===== src/sv/rth_pkg.sv =====
package rth_pkg;

    localparam int unsigned ChanW     = 8;
    localparam int unsigned PixW      = 3 * ChanW;
    localparam int unsigned NumW      = 11;   // k*delta + d, below 6*255
    localparam int unsigned HueRemW   = 19;   // 255 * num
    localparam int unsigned SatRemW   = 16;   // 255 * delta
    localparam int unsigned QuotW     = 8;
    localparam int unsigned NumCells  = QuotW;

    typedef struct packed {
        logic [ChanW-1:0] blue;
        logic [ChanW-1:0] green;
        logic [ChanW-1:0] red;
    } t_rgb;

    typedef struct packed {
        logic [ChanW-1:0] brightness;
        logic [ChanW-1:0] saturation;
        logic [ChanW-1:0] hue;
    } t_hsv;

    // one in-flight division pair; divisors are pre-shifted and move right a bit per cell
    typedef struct packed {
        logic [HueRemW-1:0] hue_rem;
        logic [HueRemW-1:0] hue_div;
        logic [QuotW-1:0]   hue_q;
        logic [SatRemW-1:0] sat_rem;
        logic [SatRemW-1:0] sat_div;
        logic [QuotW-1:0]   sat_q;
        logic [ChanW-1:0]   brightness;
    } t_div_data;

endpackage


===== src/sv/rth_front.sv =====
module rth_front
    import rth_pkg::*;
(
    input  logic      i_clk,
    input  logic      i_rst_n,
    input  logic      i_valid,
    output logic      o_ready,
    input  t_rgb      i_data,
    output logic      o_valid,
    input  logic      i_ready,
    output t_div_data o_data
);

    logic             r_valid;
    t_div_data        r_data;
    t_div_data        n_data;
    logic [ChanW-1:0] w_max;
    logic [ChanW-1:0] w_min;
    logic [ChanW-1:0] w_delta;
    logic [NumW-1:0]  w_delta_x;
    logic [NumW-1:0]  w_num;
    logic [HueRemW-1:0] w_hue_dvd;
    logic [HueRemW-1:0] w_hue_dvs;
    logic [SatRemW-1:0] w_sat_dvd;
    logic [SatRemW-1:0] w_sat_dvs;
    logic             w_red_max;
    logic             w_green_max;

    always_comb begin
        w_red_max   = (i_data.red >= i_data.green) && (i_data.red >= i_data.blue);
        w_green_max = !w_red_max && (i_data.green >= i_data.blue);
        if (w_red_max) begin
            w_max = i_data.red;
        end else if (w_green_max) begin
            w_max = i_data.green;
        end else begin
            w_max = i_data.blue;
        end
        w_min = i_data.red;
        if (i_data.green < w_min) begin
            w_min = i_data.green;
        end
        if (i_data.blue < w_min) begin
            w_min = i_data.blue;
        end
        w_delta   = w_max - w_min;
        w_delta_x = NumW'(w_delta);

        if (w_red_max) begin
            if (i_data.green >= i_data.blue) begin
                w_num = NumW'(i_data.green) - NumW'(i_data.blue);
            end else begin
                w_num = (w_delta_x * NumW'(6)) - (NumW'(i_data.blue) - NumW'(i_data.green));
            end
        end else if (w_green_max) begin
            w_num = (w_delta_x << 1) + NumW'(i_data.blue) - NumW'(i_data.red);
        end else begin
            w_num = (w_delta_x << 2) + NumW'(i_data.red) - NumW'(i_data.green);
        end

        // 255*x as (x << 8) - x
        w_hue_dvd = (HueRemW'(w_num) << 8) - HueRemW'(w_num);
        w_sat_dvd = (SatRemW'(w_delta) << 8) - SatRemW'(w_delta);

        // grey or black pixel: zero dividend over a nonzero divisor gives zero
        if (w_delta == '0) begin
            w_hue_dvd = '0;
            w_hue_dvs = HueRemW'(1) << (QuotW - 1);
        end else begin
            w_hue_dvs = (HueRemW'(w_delta_x) * HueRemW'(6)) << (QuotW - 1);
        end
        if (w_max == '0) begin
            w_sat_dvs = SatRemW'(1) << (QuotW - 1);
        end else begin
            w_sat_dvs = SatRemW'(w_max) << (QuotW - 1);
        end

        n_data.hue_rem    = w_hue_dvd;
        n_data.hue_div    = w_hue_dvs;
        n_data.hue_q      = '0;
        n_data.sat_rem    = w_sat_dvd;
        n_data.sat_div    = w_sat_dvs;
        n_data.sat_q      = '0;
        n_data.brightness = w_max;
    end

    assign o_ready = !r_valid || i_ready;

    always_ff @(posedge i_clk) begin
        if (!i_rst_n) begin
            r_valid <= 1'b0;
        end else if (o_ready) begin
            r_valid <= i_valid;
        end
    end

    always_ff @(posedge i_clk) begin
        if (o_ready && i_valid) begin
            r_data <= n_data;
        end
    end

    assign o_valid = r_valid;
    assign o_data  = r_data;

endmodule


===== src/sv/rth_div_cell.sv =====
module rth_div_cell
    import rth_pkg::*;
(
    input  logic      i_clk,
    input  logic      i_rst_n,
    input  logic      i_valid,
    output logic      o_ready,
    input  t_div_data i_data,
    output logic      o_valid,
    input  logic      i_ready,
    output t_div_data o_data
);

    logic      r_valid;
    t_div_data r_data;
    t_div_data n_data;
    logic      w_hue_bit;
    logic      w_sat_bit;

    // one restoring step for each of the two quotients
    always_comb begin
        n_data    = i_data;
        w_hue_bit = (i_data.hue_rem >= i_data.hue_div);
        w_sat_bit = (i_data.sat_rem >= i_data.sat_div);
        if (w_hue_bit) begin
            n_data.hue_rem = i_data.hue_rem - i_data.hue_div;
        end
        if (w_sat_bit) begin
            n_data.sat_rem = i_data.sat_rem - i_data.sat_div;
        end
        n_data.hue_div = i_data.hue_div >> 1;
        n_data.sat_div = i_data.sat_div >> 1;
        n_data.hue_q   = {i_data.hue_q[QuotW-2:0], w_hue_bit};
        n_data.sat_q   = {i_data.sat_q[QuotW-2:0], w_sat_bit};
    end

    assign o_ready = !r_valid || i_ready;

    always_ff @(posedge i_clk) begin
        if (!i_rst_n) begin
            r_valid <= 1'b0;
        end else if (o_ready) begin
            r_valid <= i_valid;
        end
    end

    always_ff @(posedge i_clk) begin
        if (o_ready && i_valid) begin
            r_data <= n_data;
        end
    end

    assign o_valid = r_valid;
    assign o_data  = r_data;

endmodule


===== src/sv/rgb_to_hsv_pixel.sv =====
// Pipeline of one registered front stage for max/min/numerator, then one
// registered divider cell per quotient bit, 8 cells, ending at result valid.
// Throughput: one pixel per cycle while not stalled; every stage has its own valid and
// advances into a free slot, so bubbles close up under output stalls.
// Reset: synchronous, active low; clears all stage valid bits, data is not reset.
module rgb_to_hsv_pixel
    import rth_pkg::*;
(
    input  logic            i_clk,
    input  logic            i_rst_n,
    input  logic            i_s_tvalid,
    output logic            o_s_tready,
    input  logic [PixW-1:0] i_s_tdata,   // red[7:0], green[15:8], blue[23:16]
    output logic            o_m_tvalid,
    input  logic            i_m_tready,
    output logic [PixW-1:0] o_m_tdata    // hue[7:0], saturation[15:8], brightness[23:16]
);

    logic      w_valid [NumCells+1];
    logic      w_ready [NumCells+1];
    t_div_data w_data  [NumCells+1];
    t_hsv      w_hsv;

    rth_front u_front (
        .i_clk   (i_clk),
        .i_rst_n (i_rst_n),
        .i_valid (i_s_tvalid),
        .o_ready (o_s_tready),
        .i_data  (t_rgb'(i_s_tdata)),
        .o_valid (w_valid[0]),
        .i_ready (w_ready[0]),
        .o_data  (w_data[0])
    );

    for (genvar gi = 0; gi < NumCells; gi++) begin : g_cell
        rth_div_cell u_cell (
            .i_clk   (i_clk),
            .i_rst_n (i_rst_n),
            .i_valid (w_valid[gi]),
            .o_ready (w_ready[gi]),
            .i_data  (w_data[gi]),
            .o_valid (w_valid[gi+1]),
            .i_ready (w_ready[gi+1]),
            .o_data  (w_data[gi+1])
        );
    end

    assign w_ready[NumCells] = i_m_tready;

    always_comb begin
        w_hsv.hue        = w_data[NumCells].hue_q;
        w_hsv.saturation = w_data[NumCells].sat_q;
        w_hsv.brightness = w_data[NumCells].brightness;
    end

    assign o_m_tvalid = w_valid[NumCells];
    assign o_m_tdata  = w_hsv;

endmodule


===== config.mk =====
export PLATFORM = sky130hd
export DESIGN_NAME = rgb_to_hsv_pixel
export DESIGN_NICKNAME = d
export VERILOG_FILES = /design/src/sv/rth_pkg.sv /design/src/sv/rth_front.sv /design/src/sv/rth_div_cell.sv /design/src/sv/rgb_to_hsv_pixel.sv
export SDC_FILE = /design/constraint.sdc
export NUM_CORES = 1
export LEC_CHECK = 0
export BUFFER_PORTS_ARGS = -buffer_cell sky130_fd_sc_hd__buf_4
export CAP_MARGIN = 25
export CORE_ASPECT_RATIO = 2
export CORE_MARGIN = 4
export CORE_UTILIZATION = 50
export DETAILED_ROUTE_END_ITERATION = 10
export PLACE_DENSITY = 0.66
export SETUP_SLACK_MARGIN = 0.4
export SLEW_MARGIN = 0
export SYNTH_ARGS = -nofsm -noshare
export SYNTH_HDL_FRONTEND = slang
export SYNTH_SLANG_ARGS = --single-unit

===== constraint.sdc =====
create_clock -name i_clk -period 31.3 [get_ports i_clk]
set_clock_uncertainty 0.15 [all_clocks]
set_input_delay 9.39 -clock i_clk [delete_from_list [all_inputs] [get_ports i_clk]]
set_output_delay 9.39 -clock i_clk [all_outputs]
set_load 0.1 [all_outputs]

==> results of run 1 <==
## cell usage in the layout, fill, tap and decap left out, types with 71 or more instances in the layout
cell / n
a21oi_1: 205
edfxtp_1: 576
inv_1: 307
o21ai_0: 119
xnor2_1: 107
ha_1: 248
nor2_1: 217
xor2_1: 71
nand2_1: 120
## cell usage after synthesis (5+ instances only)
cell type	count	share of area [%]
o21a_1	17	0.40
nor2b_1	56	1.1
nor3_1	45	0.71
o211ai_1	5	0.12
or4_1	5	0.12
nor3b_1	7	0.17
and2_1	8	0.16
clkbuf_1	33	0.39
xnor2_1	107	3.0
mux2_2	12	0.43
nand4b_1	6	0.17
o21ai_1	14	0.22
a21oi_1	206	3.3
o21ai_0	120	1.9
nor2_1	217	2.6
xor2_1	71	2.0
ha_1	248	9.8
or2_2	6	0.12
fa_1	28	1.8
nand2_1	120	1.4
nand2b_1	55	1.1
a31oi_1	8	0.16
o21bai_1	13	0.31
inv_1	307	3.6
nand3_1	33	0.52
or3_1	13	0.26
o31ai_1	25	0.59
a211oi_1	30	0.71
a21boi_0	27	0.64
a21o_1	69	1.6
a211o_1	9	0.25
nor4_1	34	0.67
nand3b_1	5	0.12
dfxtp_1	9	0.57
and3_1	7	0.14
mux2i_1	13	0.41
nand4_1	28	0.55
edfxtp_1	576	55
## kinds of logic (layout without fill, tap and decap cells)
| group | count (synthesis) | in the layout | synth area share (%) |
|---|---|---|---|
| flip-flops | 585 | 585 | 55.2 |
| buffers and inverters | 358 | 463 | 4.50 |
| XOR/XNOR | 182 | 182 | 5.17 |
| AO/OA/AOI/OAI | 595 | 595 | 11.9 |
| adder cells (fa/ha/maj) | 276 | 276 | 11.6 |
| multiplexers | 29 | 29 | 1.09 |
| AND/OR/NAND/NOR | 670 | 670 | 10.6 |
## state kept, by name, summed over array words and instances, names as in the netlist
name / cells
g_cell.u_cell.o_valid: 8
u_front.o_valid: 1
u_front.o_data: 62
g_cell.u_cell.o_data: 514
## worst max path at each step
stage                          start          to  depth (start not counted)  slack (ns)
after floorplan           i_m_tready  o_s_tready                          6       10.57
after global placement    i_m_tready  o_s_tready                          8        9.93
after detailed placement  i_m_tready  o_s_tready                          8        9.85
after CTS                 i_m_tready  o_s_tready                          8        9.83
after global routing      i_m_tready  o_s_tready                          8        9.65
final                     i_m_tready  o_s_tready                          8        9.84
## layout make-up
class	count	area share, %
Clock buffer	60	3.75
Clock inverter	24	0.735
Inverter	310	3.37
Multi-Input combinational cell	1752	37.2
Sequential cell	585	50.6
Tap cell	792	2.87
Timing Repair Buffer	69	1.50
## per-layer routing
| metal | routed length [µm] | vias to the layer above |
|---|---|---|
| met3 | 1530 | 261 |
| met4 | 5780 | 0 |
| met5 | 0 | - |
| met1 | 18900 | 9574 |
| met2 | 39000 | 414 |
| li1 | - | 9858 |
## stage by stage
step           cell area [µm²]  worst slack (ns)  cells
2_1_floorplan            31700             10.57   2695
3_3_place_gp             33000              9.93   3508
3_5_place_dp             33000              9.85   3508
4_1_cts                  34600              9.83   3592
5_1_grt                  34600              9.65   3592
6_report                 34600              9.84   3592
## power by group through the flow
| stage | logic, mW | registers, mW | clock network, mW |
|---|---|---|---|
| after detailed placement | 1.30 | 1.05 | 0 |
| after global routing | 1.45 | 1.04 | 0.636 |
| after global placement | 1.27 | 1.04 | 0 |
| final | 1.32 | 1.03 | 0.592 |
| after floorplan | 1.00 | 1.03 | 0 |
| after CTS | 1.31 | 1.03 | 0.606 |
## worst register-to-register path, stage by stage, from the launching register on
cell      delay [ns]
edfxtp_1        0.41
inv_1           0.06
ha_1            0.30
nor2b_1         0.13
o21ai_0         0.24
a21boi_0        0.13
o21ai_0         0.26
a21boi_0        0.13
o21ai_0         0.25
a21boi_0        0.13
o21ai_0         0.31
a211o_1         0.28
nand3_1         0.73
mux2_2          0.57
==> results.json, run 1 <==
{
  "cp_cell_sequence": "buf_4, nor2b_1, and3_1, and2_0, nand3_1, nor2_1, nand3_1, buf_4",
  "cts-root-buf": "clkbuf_16",
  "yosysSeqAreaShare_pct": 55.2,
  "wire_per_inst_um": 18.1,
  "dpl.hpwl_mm": 52.7,
  "portBuffers": 53,
  "cts_tree": "built",
  "rsz0062_at_grt": "false",
  "p_int_mw": 1.85,
  "max_slew_margin_pct": 31.7,
  "synth-edff-count": 576,
  "worstPathArrival_ns": 11.92,
  "ys.flop_type": "edfxtp_1",
  "holdCritStartpoint": "g_cell[0].u_cell.o_data[4]",
  "leakagePower_nw": 13.6,
  "drt-total-wl_mm": 65.2,
  "ff_latch_area_mm2": 0.0175,
  "switching_power_mw": 1.09,
  "multi_input_area_mm2": 0.0129,
  "vias_per_cell": 5.60,
  "cts_made_buffers": 47,
  "post_cts_resized": 0,
  "routabilityCongestion": 0.961,
  "nNetsFinal": 3069,
  "layout-area-overhead-vs-synth_pct": 9.13,
  "fill_cells": 5193,
  "cp_top_family": "simple AND/OR/NAND/NOR gates",
  "synthArstFlopShare_pct": 0,
  "die-width_um": 186,
  "maxSlewViolCount": 0,
  "syn_nets": 2999,
  "drv_cap": 0,
  "status": "finished clean",
  "gr-usage-met3_pct": 2.00,
  "grtUsageMet2_pct": 41.2,
  "die_h_um": 364,
  "postCtsSetupRepairBufs": 0,
  "fin_util_pct": 55.1,
  "clkLatencyLatePin_ns": 0.57,
  "synth.distinct_cells": 96,
  "num_rows": 130,
  "die-area_mm2": 0.0677,
  "cts_buffer_depth": 3,
  "timing.fmax_mhz": 46.6,
  "cts_max_level": 2,
  "holdWs_ns": 0.255,
  "peakVddDrop_mv": 0.0625,
  "top_usage_layer": "met2",
  "regToRegStartpoint": "g_cell[4].u_cell.o_data[59]",
  "hold_path_end": "g_cell[1].u_cell.o_data[4]",
  "finalHoldViolations": 0,
  "antenna_found_initial": 0,
  "timing.final.crit_share_pct": 68.6,
  "io_pins": 54,
  "synthCells": 2695,
  "crit_path_top_delay_cell": "nor2_1",
  "route.vias.total": 20100,
  "power_density_mw_per_mm2": 85.0,
  "setup_viol": 0,
  "grt_start_max_net_pins": 73,
  "final_antenna_net_count": 0,
  "hold_buffers": 0,
  "r2r_end": "g_cell[5].u_cell.o_data[85]",
  "clock_sinks": 585,
  "required_ns": 21.76,
  "route.detailed.drc": 0,
  "crit_path_start_kind": "input pin",
  "grt-ovfl-total": 0,
  "start_util_pct": 50.5,
  "power.share.sequential_pct": 35.0,
  "finalPower_mw": 2.94,
  "crit_buf_inv": 2,
  "switching_share_pct": 37.0,
  "synth-seq-cells": 585,
  "clock_power_share_pct": 20.2,
  "crit_path_max_fanout": 6,
  "num_antenna_cells": 0,
  "tns_ns": 0,
  "clkTransAtPathRegs_ns": 0.06,
  "grt_pass1_vias": 21500,
  "slowest_delay_ns": 0.56,
  "grt_usage_pct": 19.3,
  "reg2regPathDepth": 13,
  "end_kind": "primary output",
  "reg2reg_slack_ns": 26.95,
  "met1_usage_pct": 14.4,
  "min_path_cells": 0,
  "final_period_minus_worst_setup_slack_ns": 21.46,
  "drtIter0Drc": 1025,
  "coreArea_mm2": 0.0628,
  "grt_pass1_wl_mm": 103,
  "power.share.combinational_pct": 44.8,
  "netlist_area_mm2": 0.0317,
  "hold_class": "flop to flop",
  "drive_above_1_share_pct": 7.07,
  "critPathKind": "input pin to primary output",
  "worstMarginPinSlew_ns": 1.02,
  "syn_avg_cell_area_um2": 11.8,
  "ys_warn_count": 0,
  "drtPass1Iterations": 5
}
Power figures use the tool's default switching activity.
==> run 2: changes to the inputs <==
- clock period: 31.3 -> 21.4 ns (I/O delays scaled with it)
==> results.json, run 2 (synthesized netlist as in run 1, its figures left out) <==
{
  "clkTransAtPathRegs_ns": 0.07,
  "hold_class": "flop to flop",
  "rsz0062_at_grt": "false",
  "peakVddDrop_mv": 0.0928,
  "layout-area-overhead-vs-synth_pct": 9.18,
  "cts_tree": "built",
  "num_rows": 130,
  "crit_path_top_delay_cell": "nor2_1",
  "final_antenna_net_count": 0,
  "route.met3.wl_mm": 1.71,
  "die-width_um": 186,
  "start_util_pct": 50.5,
  "routabilityCongestion": 0.916,
  "fin_util_pct": 55.1,
  "crit_path_max_fanout": 14,
  "routed-wl-met2_mm": 40.7,
  "max_slew_margin_pct": 31.5,
  "nNetsFinal": 3070,
  "clock_sinks": 585,
  "layout_common_cells": "edfxtp_1 (576), inv_1 (307), ha_1 (248)",
  "setup_viol": 0,
  "die_h_um": 364,
  "drt-total-wl_mm": 67.1,
  "die-area_mm2": 0.0677,
  "crit_buf_inv": 4,
  "route.detailed.drc": 0,
  "fill_cells": 5220,
  "drtIter0Drc": 1092,
  "worstMarginPinSlew_ns": 1.02,
  "route.vias.total": 20100,
  "cp_top_family": "compound AO/OA/AOI/OAI gates",
  "required_ns": 21.57,
  "dr.max_layer_used": "met4",
  "post_cts_resized": 0,
  "grt_start_max_net_pins": 73,
  "slowest_delay_ns": 0.77,
  "holdCritStartpoint": "g_cell[4].u_cell.o_data[11]",
  "status": "finished clean",
  "wire_per_inst_um": 18.7,
  "p_int_mw": 2.71,
  "grt_pass1_vias": 21500,
  "ff_latch_area_mm2": 0.0175,
  "drv_cap": 0,
  "crit_path_start_kind": "input pin",
  "clock_power_share_pct": 20.2,
  "antenna_found_initial": 1,
  "reg2regPathDepth": 14,
  "r2r_end": "g_cell[2].u_cell.o_data[91]",
  "portBuffers": 53,
  "hold_path_end": "g_cell[5].u_cell.o_data[12]",
  "postCtsSetupRepairBufs": 0,
  "critPathKind": "input pin to flop",
  "finalPower_mw": 4.32,
  "min_path_cells": 0,
  "coreArea_mm2": 0.0628,
  "cts-root-buf": "clkbuf_16",
  "drtPass1Iterations": 7,
  "reg2reg_slack_ns": 16.99,
  "switching_power_mw": 1.61,
  "maxSlewViolCount": 0,
  "cts_made_buffers": 47,
  "cts_max_level": 2,
  "dpl.hpwl_mm": 54.5,
  "crit_top_cell": "ha_1",
  "end_kind": "flop",
  "leakagePower_nw": 13.6,
  "power_density_mw_per_mm2": 125,
  "worstPathArrival_ns": 16.24,
  "clkLatencyLatePin_ns": 0.58,
  "power.share.sequential_pct": 34.8,
  "layout_commonest_cell": "edfxtp_1",
  "regToRegStartpoint": "g_cell[1].u_cell.o_data[61]",
  "finalHoldViolations": 0,
  "dp_slack_ns": 4.78,
  "timing.fmax_mhz": 62.2,
  "drive_above_1_share_pct": 7.06,
  "largest_reg_flops": 514,
  "cts_buffer_depth": 3,
  "multi_input_area_mm2": 0.0129,
  "io_pins": 54,
  "wl_met1_mm": 18.8,
  "final_period_minus_worst_setup_slack_ns": 16.08,
  "timing.final.crit_share_pct": 75.1,
  "grt_pass1_wl_mm": 106,
  "hold_buffers": 0,
  "tns_ns": 0,
  "power.share.combinational_pct": 45.0,
  "worst_slack_ns": 5.32,
  "switching_share_pct": 37.2,
  "vias_per_cell": 5.60,
  "grt-ovfl-total": 0,
  "grt_usage_pct": 19.9
}
## run 2: cell types whose count changed in the layout (fill, tap and decap cells not counted), sizes merged
cell      previous run  this run
buf                 69        70
diode                0         1
clkbuf              60        62
inv                310       313
clkinv              18        14
clkinvlp             1         3
## run 2: power by group through the flow
stage | sequential, mW | combinational (mW) | clock (mW)
floorplan | 1.50 | 1.46 | 0
global placement | 1.52 | 1.88 | 0
detailed placement | 1.53 | 1.92 | 0
CTS | 1.50 | 1.93 | 0.893
global route | 1.51 | 2.14 | 0.937
finish | 1.50 | 1.94 | 0.871
## run 2: area by class of cell
cell class,count,share of cell area [%]
Sequential cell,585,50.5
Multi-Input combinational cell,1752,37.2
Inverter,310,3.36
Clock buffer,62,3.71
Timing Repair Buffer,70,1.52
Tap cell,792,2.86
Clock inverter,25,0.792
Antenna cell,1,0.00723
## run 2: through the flow
stage | instances | area [µm²] | hold slack, ns
4_1_cts | 3596 | 34600 | 0.258
3_5_place_dp | 3509 | 33000 | 0.255
6_report | 3597 | 34600 | 0.257
5_1_grt | 3597 | 34600 | 0.263
2_1_floorplan | 2695 | 31700 | 0.250
3_3_place_gp | 3509 | 33000 | 0.252
## run 2: how the worst max path moves through the flow
stage / start / to / cells after the start
2_1_floorplan: i_s_tdata[5] / u_front.o_data[93] / 39
3_3_place_gp: i_s_tdata[3] / u_front.o_data[93] / 40
3_5_place_dp: i_s_tdata[3] / u_front.o_data[93] / 40
4_1_cts: i_s_tdata[3] / u_front.o_data[93] / 40
5_1_grt: i_s_tdata[5] / u_front.o_data[90] / 40
6_report: i_s_tdata[5] / u_front.o_data[93] / 40
## run 2: layer usage
layer  up-vias  track usage, %
met5         -               0
met4         0            14.6
met3       223            1.96
met2       410            43.1
met1      9635            14.6
li1       9865               -
